## src/qbe_pkg.sv

```systemverilog
package qbe_pkg;

    localparam int DEF_MAX_ROWS    = 256;
    localparam int DEF_MAX_COLS    = 256;
    localparam int DEF_STACK_DEPTH = 32;

    localparam int CFG_W   = 9;
    localparam int COUNT_W = 17;

    // register indexes
    localparam logic REG_ROWS = 1'b0;
    localparam logic REG_COLS = 1'b1;

    // op codes
    localparam logic OP_LOAD    = 1'b0;
    localparam logic OP_REQUEST = 1'b1;

    // symbols
    localparam logic [1:0] SYM_ZERO  = 2'd0;
    localparam logic [1:0] SYM_ONE   = 2'd1;
    localparam logic [1:0] SYM_SPLIT = 2'd2;

endpackage

```

## src/qbe_stack_mem.sv

```systemverilog
module qbe_stack_mem
    import qbe_pkg::*;
#(
    parameter int DEPTH = DEF_STACK_DEPTH,
    parameter int WIDTH = 36,
    localparam int AW = (DEPTH > 1) ? $clog2(DEPTH) : 1
)
(
    input  logic             clk,
    input  logic             we,
    input  logic [AW-1:0]    waddr,
    input  logic [WIDTH-1:0] wdata,
    input  logic [AW-1:0]    raddr,
    output logic [WIDTH-1:0] rdata
);

    logic [WIDTH-1:0] mem [DEPTH];

    always_ff @(posedge clk)
    begin
        if (we)
        begin
            mem[waddr] <= wdata;
        end
        rdata <= mem[raddr];
    end

endmodule

```

## config.mk

```make
export PLATFORM = sky130hd
export DESIGN_NAME = qbe_stack_mem
export DESIGN_NICKNAME = d
export VERILOG_FILES = /design/src/qbe_pkg.sv /design/src/qbe_stack_mem.sv
export SDC_FILE = /design/constraint.sdc
export NUM_CORES = 1
export LEC_CHECK = 0
export ABC_CLOCK_PERIOD_IN_PS = 3650
export BUFFER_PORTS_ARGS = -buffer_cell sky130_fd_sc_hd__clkbuf_2
export CELL_PAD_IN_SITES_DETAIL_PLACEMENT = 0
export CELL_PAD_IN_SITES_GLOBAL_PLACEMENT = 1
export CORE_MARGIN = 2
export CORE_UTILIZATION = 45
export CTS_BUF_LIST = sky130_fd_sc_hd__clkbuf_4
export DETAILED_ROUTE_END_ITERATION = 12
export GPL_TIMING_DRIVEN = 1
export PLACE_DENSITY = 0.7
export SETUP_SLACK_MARGIN = 0.1
export SLEW_MARGIN = 25
export SYNTH_ARGS = -nofsm -noshare
export SYNTH_HDL_FRONTEND = slang
export SYNTH_SLANG_ARGS = --single-unit
```

## constraint.sdc

```tcl
create_clock -name clk -period 3.65 [get_ports clk]
set_input_delay 0.365 -clock clk [delete_from_list [all_inputs] [get_ports clk]]
set_output_delay 0.365 -clock clk [all_outputs]
set_load 0.05 [all_outputs]
```

==> impl_metrics.csv <==
group,metric,value,unit
run_status,status,"finished, final reports clean",
timing,hold_ws,0.125,ns
floorplanning,pin_count,84,
timing,slew_violations,0,
power_and_ir_drop,powerDensity,526,nW/um^2
global_route,antenna_found_initial,2,
floorplanning,dieArea,104000,um^2
global_route,global_route.usage.total,0.211,
clock_tree,cts_tree,"built",
clock_tree,cts-buffers-inserted,309,
floorplanning,die_h,322,um
flow_run,cap_violations,0,
route,vias,24700,
floorplanning,core-area,100000,um^2
route,drc,0,
route,drt-initial-drc-count,2258,
finish,layout_commonest_cell,"edfxtp_1",
yosys,async_flop_share,0,
place,dp.final_hpwl,53300,um
timing,clock_skew,0.0791,ns
power_and_ir_drop,vdd_drop_max,0.295,mV
yosys,ys_types,26,
setup_path,path_class,"input port to flop",
finish,syn2layout_area_growth,14.3,%
timing,worst_pin_slew,0.963,ns
floorplanning,start_util,0.455,
hold_path,hp-class,"input port to flop",
route,wl_per_cell,24.5,um
timing,period_share,0.912,
clock_tree,clk_latency,1.15,ns
finish,layout_common_cells,"edfxtp_1 (1152), mux2i_1 (576), clkbuf_4 (446), nand3_1 (110), nand2_1 (109)",
yosys,synth_seq_area_share,0.775,
clock_tree,clk_path_buf_depth,4,
place,gp_congestion,0.756,
timing,finalSetupViolations,0,
clock_tree,cts_max_level,5,
yosys,avgSynthCellArea,18.0,um^2
clock_tree,cts_resized,0,
route,dr.pass1.iters,7,
timing,rsz0062_at_grt,"false",
power_and_ir_drop,p_leak,18.5,nW
finish,final_nets,2958,
yosys,synth_cells,2536,
timing,period_needed,3.33,ns
clock_tree,clock_sinks,1188,
yosys,netlist_area,45600,um^2
clock_tree,clk_pin_slew_worst_paths,0.07,ns
route,drtAntennaViolNets,0,
global_route,grt_start_max_net_pins,113,
finish,drive_above_1_share,0.213,
yosys,ys.flop_type,"edfxtp_1",
yosys,synth-seq-cells,1188,
yosys,synth-edff-count,1152,
finish,fill_cells,8131,
setup_path,endpoint_kind,"flop",
setup_path,cp-start-kind,"input port",
floorplanning,die_x,322,um
floorplanning,row_count,116,
route,routed_wl,109000,um
place,io_buffer_count,83,
yosys,yosys_warnings,0,
setup_path,worstPathMaxFanout,93,
yosys,syn_nets,2584,
global_route,grt-ovfl-total,0,
timing,hold_viol_final,0,
timing,tns,0,ns
route,via_per_inst,5.54,
setup_path,arrival,4.32,ns
global_route,grt_pass1_vias,25400,
setup_path,cp_data_required_time,4.65,ns
clock_tree,root_buffer,"clkbuf_4",
timing,fmax,0.301,GHz
global_route,grt_first_pass_wirelength,160000,um
timing,slew_headroom,0.358,
finish,fin_util,0.519,
-- power by group --
part	switching, mW	total, mW	internal, mW
combinational	1.10	1.60	0.497
sequential	0.0654	15.2	15.2
clock	4.97	10.6	5.63
-- cells in the mapped netlist, drive strengths merged, types with 2 or more instances --
library cell  count  share of area
clkbuf           42         0.0037
nor2             34         0.0029
nand3b            5        0.00082
mux2i           576           0.13
a22o             72          0.014
a31oi            36         0.0049
dfxtp            36          0.016
a21oi           108          0.012
nand2b            2        0.00027
nand2           110         0.0091
nor2b             2        0.00027
or3b              3        0.00058
edfxtp         1152           0.76
nand3           110          0.012
buf             101          0.016
a22oi           108          0.018
nor3             36         0.0040
-- through the flow --
stage | instance area (um^2) | power [mW] | instances | setup WS [ns]
global placement | 48000 | 17.0 | 3909 | 1.14
floorplan | 45600 | 16.5 | 2536 | 0.677
finish | 52100 | 27.4 | 4463 | 0.323
CTS | 52100 | 27.7 | 4461 | 0.509
detailed placement | 48000 | 17.1 | 3909 | 1.09
global route | 52100 | 28.5 | 4463 | 0.278
-- timing repair --
action / CTS / global route
hold buffers: 47 / 0
setup endpoints to repair: 0 / 0
setup buffers: 0 / 0
hold endpoints to repair: 1183 / 0
-- cell families (layout without fill, tap and decap cells) --
kind of cell / Yosys count / count (layout) / share of synthesized area
buffers and inverters: 143 / 711 / 0.0201
AND/OR/NAND/NOR: 305 / 305 / 0.0303
other: 0 / 2 / 0
AO/OA/AOI/OAI: 324 / 324 / 0.0484
flip-flops: 1188 / 1188 / 0.775
multiplexers: 576 / 576 / 0.126
-- final cells by class --
type | count | area (um^2) | area share
clock inverters | 59 | 258 | 0.00495
flip-flops and latches | 1188 | 35300 | 0.678
well taps | 1357 | 1700 | 0.0326
repair buffers | 206 | 1850 | 0.0356
diodes | 2 | 5.00 | 0.0000961
clock buffers | 446 | 3350 | 0.0643
multi-input cells | 1205 | 9620 | 0.185
-- state kept, by name, summed over array words and instances (netlist names) --
register / cells
mem: 1152
rdata: 36
-- final timing paths --
kind / startpoint / endpoint / slack [ns] / depth (start not counted)
max: raddr[1] / rdata[30]$_DFF_P_ / 0.32 / 11
min: we / mem[21][14]$_DFFE_PP_ / 0.13 / 5
max reg2reg: mem[17][30]$_DFFE_PP_ / rdata[30]$_DFF_P_ / 1.09 / 7
min reg2reg: mem[10][0]$_DFFE_PP_ / rdata[0]$_DFF_P_ / 0.57 / 4
-- per-layer routing --
layer / part of all wire / up-vias / track usage / wire (um)
li1: - / 11000 / - / -
met1: 0.45 / 12700 / 0.300 / 49100
met2: 0.47 / 902 / 0.328 / 51200
met3: 0.068 / 132 / 0.0470 / 7440
met4: 0.015 / 0 / 0.0606 / 1590
met5: 0 / - / 0 / 0
-- critical path, cell delays in order --
cell           delay, ns
dlygate4sd3_1       0.55
clkbuf_2            0.18
nor2_4              0.13
dlygate4sd3_1       0.61
buf_12              0.45
nand2_1             0.08
dlygate4sd3_1       0.58
a31oi_1             0.12
dlygate4sd3_1       0.56
nand3_1             0.06
dlygate4sd3_1       0.56
No activity file was read; power rests on OpenSTA's default activity.
