[config.mk]
export PLATFORM = sky130hd
export DESIGN_NAME = qbe_div
export DESIGN_NICKNAME = d
export VERILOG_FILES = /design/src/qbe_pkg.sv /design/src/qbe_div.sv
export SDC_FILE = /design/constraint.sdc
export NUM_CORES = 1
export LEC_CHECK = 0
export ABC_AREA = 1
export BUFFER_PORTS_ARGS = -buffer_cell sky130_fd_sc_hd__buf_2
export CAP_MARGIN = 0
export CELL_PAD_IN_SITES_DETAIL_PLACEMENT = 1
export CELL_PAD_IN_SITES_GLOBAL_PLACEMENT = 2
export CORE_MARGIN = 3
export CORE_UTILIZATION = 34
export CTS_BUF_LIST = sky130_fd_sc_hd__clkbuf_8
export DETAILED_ROUTE_END_ITERATION = 12
export GPL_TIMING_DRIVEN = 0
export PLACE_DENSITY = 0.87
export SLEW_MARGIN = 40
export SYNTH_ARGS = -nofsm -noshare
export SYNTH_HDL_FRONTEND = slang
export SYNTH_SLANG_ARGS = --single-unit
[constraint.sdc]
create_clock -name clk -period 4.24 [get_ports clk]
set_input_delay 0.848 -clock clk [delete_from_list [all_inputs] [get_ports clk]]
set_output_delay 0.848 -clock clk [all_outputs]
set_load 0.02 [all_outputs]
[src/qbe_pkg.sv]
package qbe_pkg;

    localparam int DEF_MAX_ROWS    = 256;
    localparam int DEF_MAX_COLS    = 256;
    localparam int DEF_STACK_DEPTH = 32;

    localparam int CFG_W   = 9;
    localparam int COUNT_W = 17;

    // register indexes
    localparam logic REG_ROWS = 1'b0;
    localparam logic REG_COLS = 1'b1;

    // op codes
    localparam logic OP_LOAD    = 1'b0;
    localparam logic OP_REQUEST = 1'b1;

    // symbols
    localparam logic [1:0] SYM_ZERO  = 2'd0;
    localparam logic [1:0] SYM_ONE   = 2'd1;
    localparam logic [1:0] SYM_SPLIT = 2'd2;

endpackage

[src/qbe_div.sv]
// restoring divider, one quotient bit per cycle
module qbe_div
    import qbe_pkg::*;
#(
    parameter int DW = 9
)
(
    input  logic               clk,
    input  logic               rst_n,
    input  logic               start,
    input  logic [COUNT_W-1:0] dividend,
    input  logic [DW-1:0]      divisor,
    output logic               busy,
    output logic               done,
    output logic [COUNT_W-1:0] quot,
    output logic [DW-1:0]      rem
);

    localparam int CNT_W = $clog2(COUNT_W + 1);

    logic [CNT_W-1:0]   cnt_reg, cnt_next;
    logic [COUNT_W-1:0] q_reg, q_next;
    logic [DW-1:0]      r_reg, r_next;
    logic [DW-1:0]      d_reg, d_next;
    logic               done_reg, done_next;
    logic [DW:0]        trial;

    always_comb
    begin
        cnt_next  = cnt_reg;
        q_next    = q_reg;
        r_next    = r_reg;
        d_next    = d_reg;
        done_next = 1'b0;
        trial     = {r_reg, q_reg[COUNT_W-1]};
        if (start)
        begin
            cnt_next = CNT_W'(COUNT_W);
            q_next   = dividend;
            r_next   = '0;
            d_next   = divisor;
        end
        else if (cnt_reg != '0)
        begin
            if (trial >= {1'b0, d_reg})
            begin
                r_next = DW'(trial - {1'b0, d_reg});
                q_next = {q_reg[COUNT_W-2:0], 1'b1};
            end
            else
            begin
                r_next = trial[DW-1:0];
                q_next = {q_reg[COUNT_W-2:0], 1'b0};
            end
            cnt_next = cnt_reg - 1'b1;
            done_next = (cnt_reg == CNT_W'(1));
        end
    end

    always_ff @(posedge clk or negedge rst_n)
    begin
        if (!rst_n)
        begin
            cnt_reg  <= '0;
            done_reg <= 1'b0;
        end
        else
        begin
            cnt_reg  <= cnt_next;
            done_reg <= done_next;
        end
    end

    always_ff @(posedge clk)
    begin
        q_reg <= q_next;
        r_reg <= r_next;
        d_reg <= d_next;
    end

    assign busy = (cnt_reg != '0);
    assign done = done_reg;
    assign quot = q_reg;
    assign rem  = r_reg;

endmodule

==> key figures, run 1 <==
Logic synthesis
  • Synth Area in Simple Gates: 31.3%
  • Sequential area share after synthesis: 48.1%
  • Largest family of logic cells by synthesized area: simple AND/OR/NAND/NOR gates
  • Synth Register Bits: 41
  • Post-Synth XOR/XNOR Area: 1.90%
  • Mapped Cells: 275
  • Post-synthesis adder-cell area fraction: 7.37%
  • Mux share of post-synthesis cell area: 0%
  • Syn nets: 317
  • Library cells used by synthesis: 29
  • Mapped cell area: 0.00231 mm^2
  • Synth Area in Compound Gates: 2.55%
  • Synth warn: 0
  • Avg Cell Area, Syn: approximately 8.4 um^2

STA
  • Period utilization: 52.6%
  • # setup viols final: 0
  • Hold Vio Cnt, Final: 0
  • Final Max Tran Viols: 0
  • Max Freq: 0.448 GHz
  • RSZ-0062 raised after global routing: no
  • Crit path time final: approximately 2.2 ns
  • Worst Clk Skew: between 0.005 and 0.006 ns
  • Final Worst Setup Slack: 2.01 ns
  • Worst Tran Pin Value: 0.726 ns
  • Final hold slack: 0.364 ns
  • Slew headroom: between 50% and 60%
  • TNS Setup: 0 ns

Final layout
  • Post-Layout Inst Area: roughly 0.0028 mm^2
  • Final net count: 380
  • Commonest cells after routing, fill and taps aside: 108 x nand2_1, 59 x buf_2, 44 x inv_1
  • Finished Layout Cells: 416
  • Synth-to-Final Area Change: 20.9%
  • Max FFs per register: 17
  • ANT cells: 0
  • Fin util: 43.2%
  • Share of layout cells above drive strength 1: around a quarter
  • Most common cell after layout, fill and taps aside: nand2_1

Global routing
  • First-pass GRT wire length: slightly below 10,000 um
  • Antenna violations before repair: 0
  • Largest net degree at the start of global routing: 19
  • Grt total ovfl: 0
  • Total Routing Usage GR: 16.3%
  • Vias in the first global route: just over 2,000

Critical path
  • Startpoint types: register
  • Crit path max-delay family: flip-flops
  • Setup Crit Path Kind: reg2out
  • WP data required: 3.39 ns
  • CP max stage cell: dfrtp_1
  • FF-to-FF Start: quot[16]
  • Crit path from: cnt_reg[0]
  • WP depth: 4
  • Reg2reg end: quot[0]
  • CP arrival: about 1.4 ns
  • R2R Setup Slk: 2.18 ns
  • Worst Path Buf+Inv: 2
  • Crit-path max FO: 6
  • CP Capture Point: busy
  • Critical path capture point type: output pin
  • Critical path's largest stage delay: 0.39 ns
  • Cell chain of the critical path: inv_1 -> ha_1 -> nand3_2 -> buf_2
  • R2r worst-path depth: 11

Clock network
  • Post-CTS Hold Buffers: 0
  • CTS clk-pin slew, worst paths: about 0.080 ns
  • Htree depth: 2
  • Post-CTS sizing: 0
  • Clk root buf: clkbuf_8
  • CTS max path bufs: 2
  • Clock buffer count from CTS: 5
  • CTS tree: yes
  • Skew-Pair Late Insertion Delay: 0.29 ns
  • Postcts setup bufs: 0
  • Clock Sinks: 41

Power and ir drop
  • Power per cell area: 543 mW/mm^2
  • VDD IR-drop max: 0.185 mV
  • Pwr Total: 1.52 mW
  • Leakage: between 1.5 and 2 nW

Floorplan
  • Initial Util: a little over a third
  • Die X: around 88 um
  • # IOs: 57
  • Die Footprint: about 0.0078 mm^2
  • Placeable Area: 0.00646 mm^2
  • Site row count: 29
  • Die height: between 80 and 90 um

Drt
  • DRT Pass-1 Iters: 4
  • Remaining antenna violation count: 0
  • Routed WL per cell: 13.6 um
  • DRC errors left: 0
  • Final wirelength: about 5700 um
  • Via Count: about 2,000
  • Iter 0 DRT Violations: just over 80
  • Avg Vias per Cell: 4.72

Placement
  • Routability cong.: between 0.7 and 0.8
  • Dpl cell area: 0.00269 mm^2
  • DP HPWL: 4330 um
  • I/O Buffers: 56
  • Post-place setup slack: between 1.5 and 2 ns
  • Cells after DPL: 408

Outcome
  • Outcome: complete, no violations

Worst hold path
  • Hold Path Class: in2async

Flow run
  • Max-cap violations: 0
==> logic make-up (layout without fill, tap and decap cells) <==
logic type	Yosys count	count (layout)
adders and majority gates	13	13
DFF	41	41
xor gates and xnor gates	5	5
buffers and inverters	50	114
AOI/OAI and AO/OA	10	10
and+or+nand+nor	156	156
==> layer usage <==
layer | global-route usage [%] | wire length, um | vias to the layer above
li1 | - | - | 990
met1 | 19.7 | 2570 | 921
met2 | 28.3 | 2650 | 47
met3 | 4.84 | 381 | 5
met4 | 4.12 | 55 | 0
met5 | 0 | 0 | -
==> synth_stat cells (all sizes together) <==
cell type / n / share of area (%)
clkinv: 1 / 0.16
xor2: 2 / 0.76
dfxtp: 9 / 7.8
xnor2: 3 / 1.1
o21ai: 1 / 0.22
buf: 5 / 1.5
clkbuf: 1 / 0.16
o22ai: 1 / 0.27
inv: 43 / 7.0
ha: 12 / 6.5
a21oi: 6 / 1.5
nand4: 1 / 0.27
nor3: 2 / 0.92
nor2: 11 / 2.0
fa: 1 / 0.87
nand3: 28 / 8.2
nand2: 114 / 20
o31ai: 1 / 0.33
dfrtp: 6 / 6.5
a31oi: 1 / 0.27
edfxtp: 26 / 34
==> layout make-up <==
class | count | area (um^2)
plain buffers | 6 | 37.5
inverters | 44 | 165
multi-input cells | 184 | 995
flip-flops and latches | 41 | 1110
repair buffers | 56 | 280
fillers | 818 | 3670
clock buffers | 5 | 68.8
clock inverters | 3 | 37.5
well taps | 77 | 96.3
==> where the power goes <==
group          total, mW  internal, mW  switching, mW
registers          0.559         0.501         0.0581
clock network      0.312         0.172          0.140
logic              0.645         0.239          0.406
total               1.52         0.911          0.605
==> worst register-to-register path, delay by kind of cell, from the launching register on <==
family                   cells  cell delay (ns)
adder cells (fa/ha/maj)      2             0.54
AND/OR/NAND/NOR              5             0.41
flip-flops                   1             0.39
buffers and inverters        3             0.34
AO/OA/AOI/OAI                1             0.11
==> how the worst min path moves through the flow <==
stage                      end  slack (ns)  cells after the start
finish              cnt_reg[3]        0.36                      1
global route              done        0.36                      1
CTS                       done        0.36                      1
detailed placement      rem[2]        0.49                      2
global placement    cnt_reg[4]        0.48                      1
floorplan           cnt_reg[4]        0.45                      1
No activity file was read; power rests on OpenSTA's default activity.
==> inputs of run 2 (changes only) <==
--- a/config.mk
+++ b/config.mk
@@ -11,11 +11,11 @@
 export CELL_PAD_IN_SITES_DETAIL_PLACEMENT = 1
 export CELL_PAD_IN_SITES_GLOBAL_PLACEMENT = 2
 export CORE_MARGIN = 3
-export CORE_UTILIZATION = 34
+export CORE_UTILIZATION = 32
 export CTS_BUF_LIST = sky130_fd_sc_hd__clkbuf_8
 export DETAILED_ROUTE_END_ITERATION = 12
 export GPL_TIMING_DRIVEN = 0
-export PLACE_DENSITY = 0.87
+export PLACE_DENSITY = 0.83
 export SLEW_MARGIN = 40
 export SYNTH_ARGS = -nofsm -noshare
 export SYNTH_HDL_FRONTEND = slang
==> constraint.sdc (replaced) <==
create_clock -name clk -period 2.25 [get_ports clk]
set_input_delay 0.45 -clock clk [delete_from_list [all_inputs] [get_ports clk]]
set_output_delay 0.45 -clock clk [all_outputs]
set_load 0.02 [all_outputs]
==> run 2 against run 1 <==
Compared with the run above: global-route usage is 2.0 points lower; wire length decreased by 0.42%; final cell count increased by 4.8%; critical endpoint is now quot[0]; largest cell class unchanged.
==> key figures, run 2 (same netlist as run 1, synthesis figures left out) <==
Outcome
  • Outcome: complete, no violations (unchanged)

Flow run
  • Max-cap violations: 0 (unchanged)

Clock network
  • Clock Sinks: 41 (unchanged)
  • CTS tree: yes (unchanged)
  • CTS clk-pin slew, worst paths: 0.08 ns (about the same)
  • Post-CTS sizing: 0 (unchanged)
  • Clk root buf: clkbuf_8 (unchanged)
  • Skew-Pair Late Insertion Delay: 0.29 ns (about the same)
  • Post-CTS Hold Buffers: 1 (was 0)
  • Htree depth: 2 (unchanged)
  • CTS max path bufs: 2 (unchanged)
  • Clock buffer count from CTS: 5 (unchanged)
  • Postcts setup bufs: 0 (unchanged)

Critical path
  • R2R Setup Slk: 0.20 ns (was 2.18 ns)
  • WP data required: 2.29 ns (was 3.39 ns)
  • Startpoint types: register (unchanged)
  • Setup Crit Path Kind: reg2reg (was reg2out)
  • Reg2reg end: quot[0] (unchanged)
  • FF-to-FF Start: quot[16] (unchanged)
  • Critical path capture point type: register (was output pin)
  • R2r worst-path depth: 11 (unchanged)
  • CP arrival: 2.09 ns (was 1.38 ns)
  • Crit-path max FO: 10 (was 6)

Floorplan
  • Die Footprint: 0.00827 mm^2 (was 0.00781 mm^2)
  • Site row count: 30 (was 29)
  • Die height: 90.9 um (was 88.4 um)
  • # IOs: 57 (unchanged)
  • Die X: 90.9 um (was 88.4 um)
  • Placeable Area: 0.00691 mm^2 (was 0.00646 mm^2)
  • Initial Util: 33.4% (was 35.7%)

Placement
  • I/O Buffers: 56 (unchanged)
  • DP HPWL: 4210 um (was 4330 um)
  • Dpl cell area: 0.00271 mm^2 (was 0.00269 mm^2)
  • Routability cong.: 0.766 (was 0.781)

Drt
  • Routed WL per cell: 12.9 um (was 13.6 um)
  • Final wirelength: 5630 um (was 5650 um)
  • Iter 0 DRT Violations: 84 (was 82)
  • Avg Vias per Cell: 4.39 (was 4.72)
  • DRC errors left: 0 (unchanged)
  • Via Count: 1,914 (was 1,963)
  • DRT Pass-1 Iters: 4 (unchanged)
  • Remaining antenna violation count: 0 (unchanged)

STA
  • # setup viols final: 0 (unchanged)
  • Crit path time final: 2.05 ns
  • RSZ-0062 raised after global routing: no (unchanged)
  • Worst Tran Pin Value: 0.699 ns (was 0.726 ns)
  • Max Freq: a little under 0.5 GHz
  • TNS Setup: 0 ns (unchanged)
  • Period utilization: about nine tenths
  • Final Max Tran Viols: 0 (unchanged)
  • Hold Vio Cnt, Final: 0 (unchanged)
  • Slew headroom: 53.4% (was 51.5%)
  • Worst Clk Skew: 0.00484 ns (was 0.00543 ns)

Worst hold path
  • Hold Path Class: in2reg (was in2async)
  • Hold Path End: d_reg[8]
  • Hold path startpoint: divisor[8]
  • Hold path depth: 1

Final layout
  • Post-Layout Inst Area: 0.00283 mm^2 (was 0.00279 mm^2)
  • Commonest cells after routing, fill and taps aside: 108 x nand2_1, 59 x buf_2, 44 x inv_1 (unchanged)
  • Most common cell after layout, fill and taps aside: nand2_1 (unchanged)
  • Synth-to-Final Area Change: 22.4% (was 20.9%)
  • Share of layout cells above drive strength 1: 25.6% (was 25.7%)
  • Final net count: 381 (was 380)
  • Fin util: 40.9% (was 43.2%)
  • Max FFs per register: 17 (unchanged)
  • ANT cells: 0 (unchanged)

Power and ir drop
  • VDD IR-drop max: 0.364 mV (was 0.185 mV)
  • Power per cell area: 1010 mW/mm^2 (was 543 mW/mm^2)
  • Leakage: 1.54 nW (about the same)

Global routing
  • Total Routing Usage GR: 14.2% (was 16.3%)
  • Grt total ovfl: 0 (unchanged)
  • Vias in the first global route: 1,962 (was 2,068)
  • Antenna violations before repair: 0 (unchanged)
  • Largest net degree at the start of global routing: 19 (unchanged)
  • First-pass GRT wire length: 9540 um (was 9800 um)
## run 2: changes by cell type in the layout (fill, tap and decap cells not counted)
cell / previous run / this run
dlygate4sd3_1: 0 / 1
## run 2: layer usage
metal / track usage (%) / routed length (um) / vias up
met3: 5.14 / 424 / 4
met4: 2.64 / 36 / 0
li1: - / - / 989
met2: 23.0 / 2550 / 47
met5: 0 / 0 / -
met1: 18.5 / 2620 / 874
## run 2: cell type report
type | instances | area (um^2)
multi-input cells | 184 | 995
plain buffers | 6 | 37.5
clock buffers | 5 | 68.8
flip-flops and latches | 41 | 1110
well taps | 96 | 120
clock inverters | 3 | 37.5
fillers | 899 | 4080
repair buffers | 57 | 290
inverters | 44 | 165
## run 2: through the flow
step,setup WS [ns],std cells,hold slack [ns],total power [mW]
5_1_grt,0.0476,436,0.311,3.10
2_1_floorplan,0.238,275,0.154,1.96
4_1_cts,0.182,436,0.317,2.90
3_5_place_dp,0.196,427,0.287,2.29
6_report,0.198,436,0.327,2.84
3_3_place_gp,0.225,427,0.282,2.27
## run 2: worst max-delay path, cell delays in order, from the launching register on
cell and delay (ns):
edfxtp_1 0.38, inv_1 0.10, ha_1 0.15, inv_1 0.07, fa_1 0.41, nand3_1 0.11, nand2_2 0.10, nand2_4 0.09
nand2_4 0.05, nand2_4 0.06, buf_6 0.17, a31oi_1 0.09
## run 2: how the worst max path moves through the flow
stage | end | startpoint | cells after the start
floorplan | quot[0] | quot[16] | 11
global placement | quot[0] | quot[16] | 11
detailed placement | quot[0] | quot[16] | 11
CTS | quot[0] | quot[16] | 11
global route | rem[4] | quot[16] | 13
finish | quot[0] | quot[16] | 11
## run 2: power by group
group	internal (mW)	switching, mW	leakage (nW)	total, mW
Sequential	0.943	0.104	0.423	1.05
Clock	0.324	0.271	0.0570	0.595
Combinational	0.451	0.749	1.06	1.20
Total	1.72	1.12	1.54	2.84
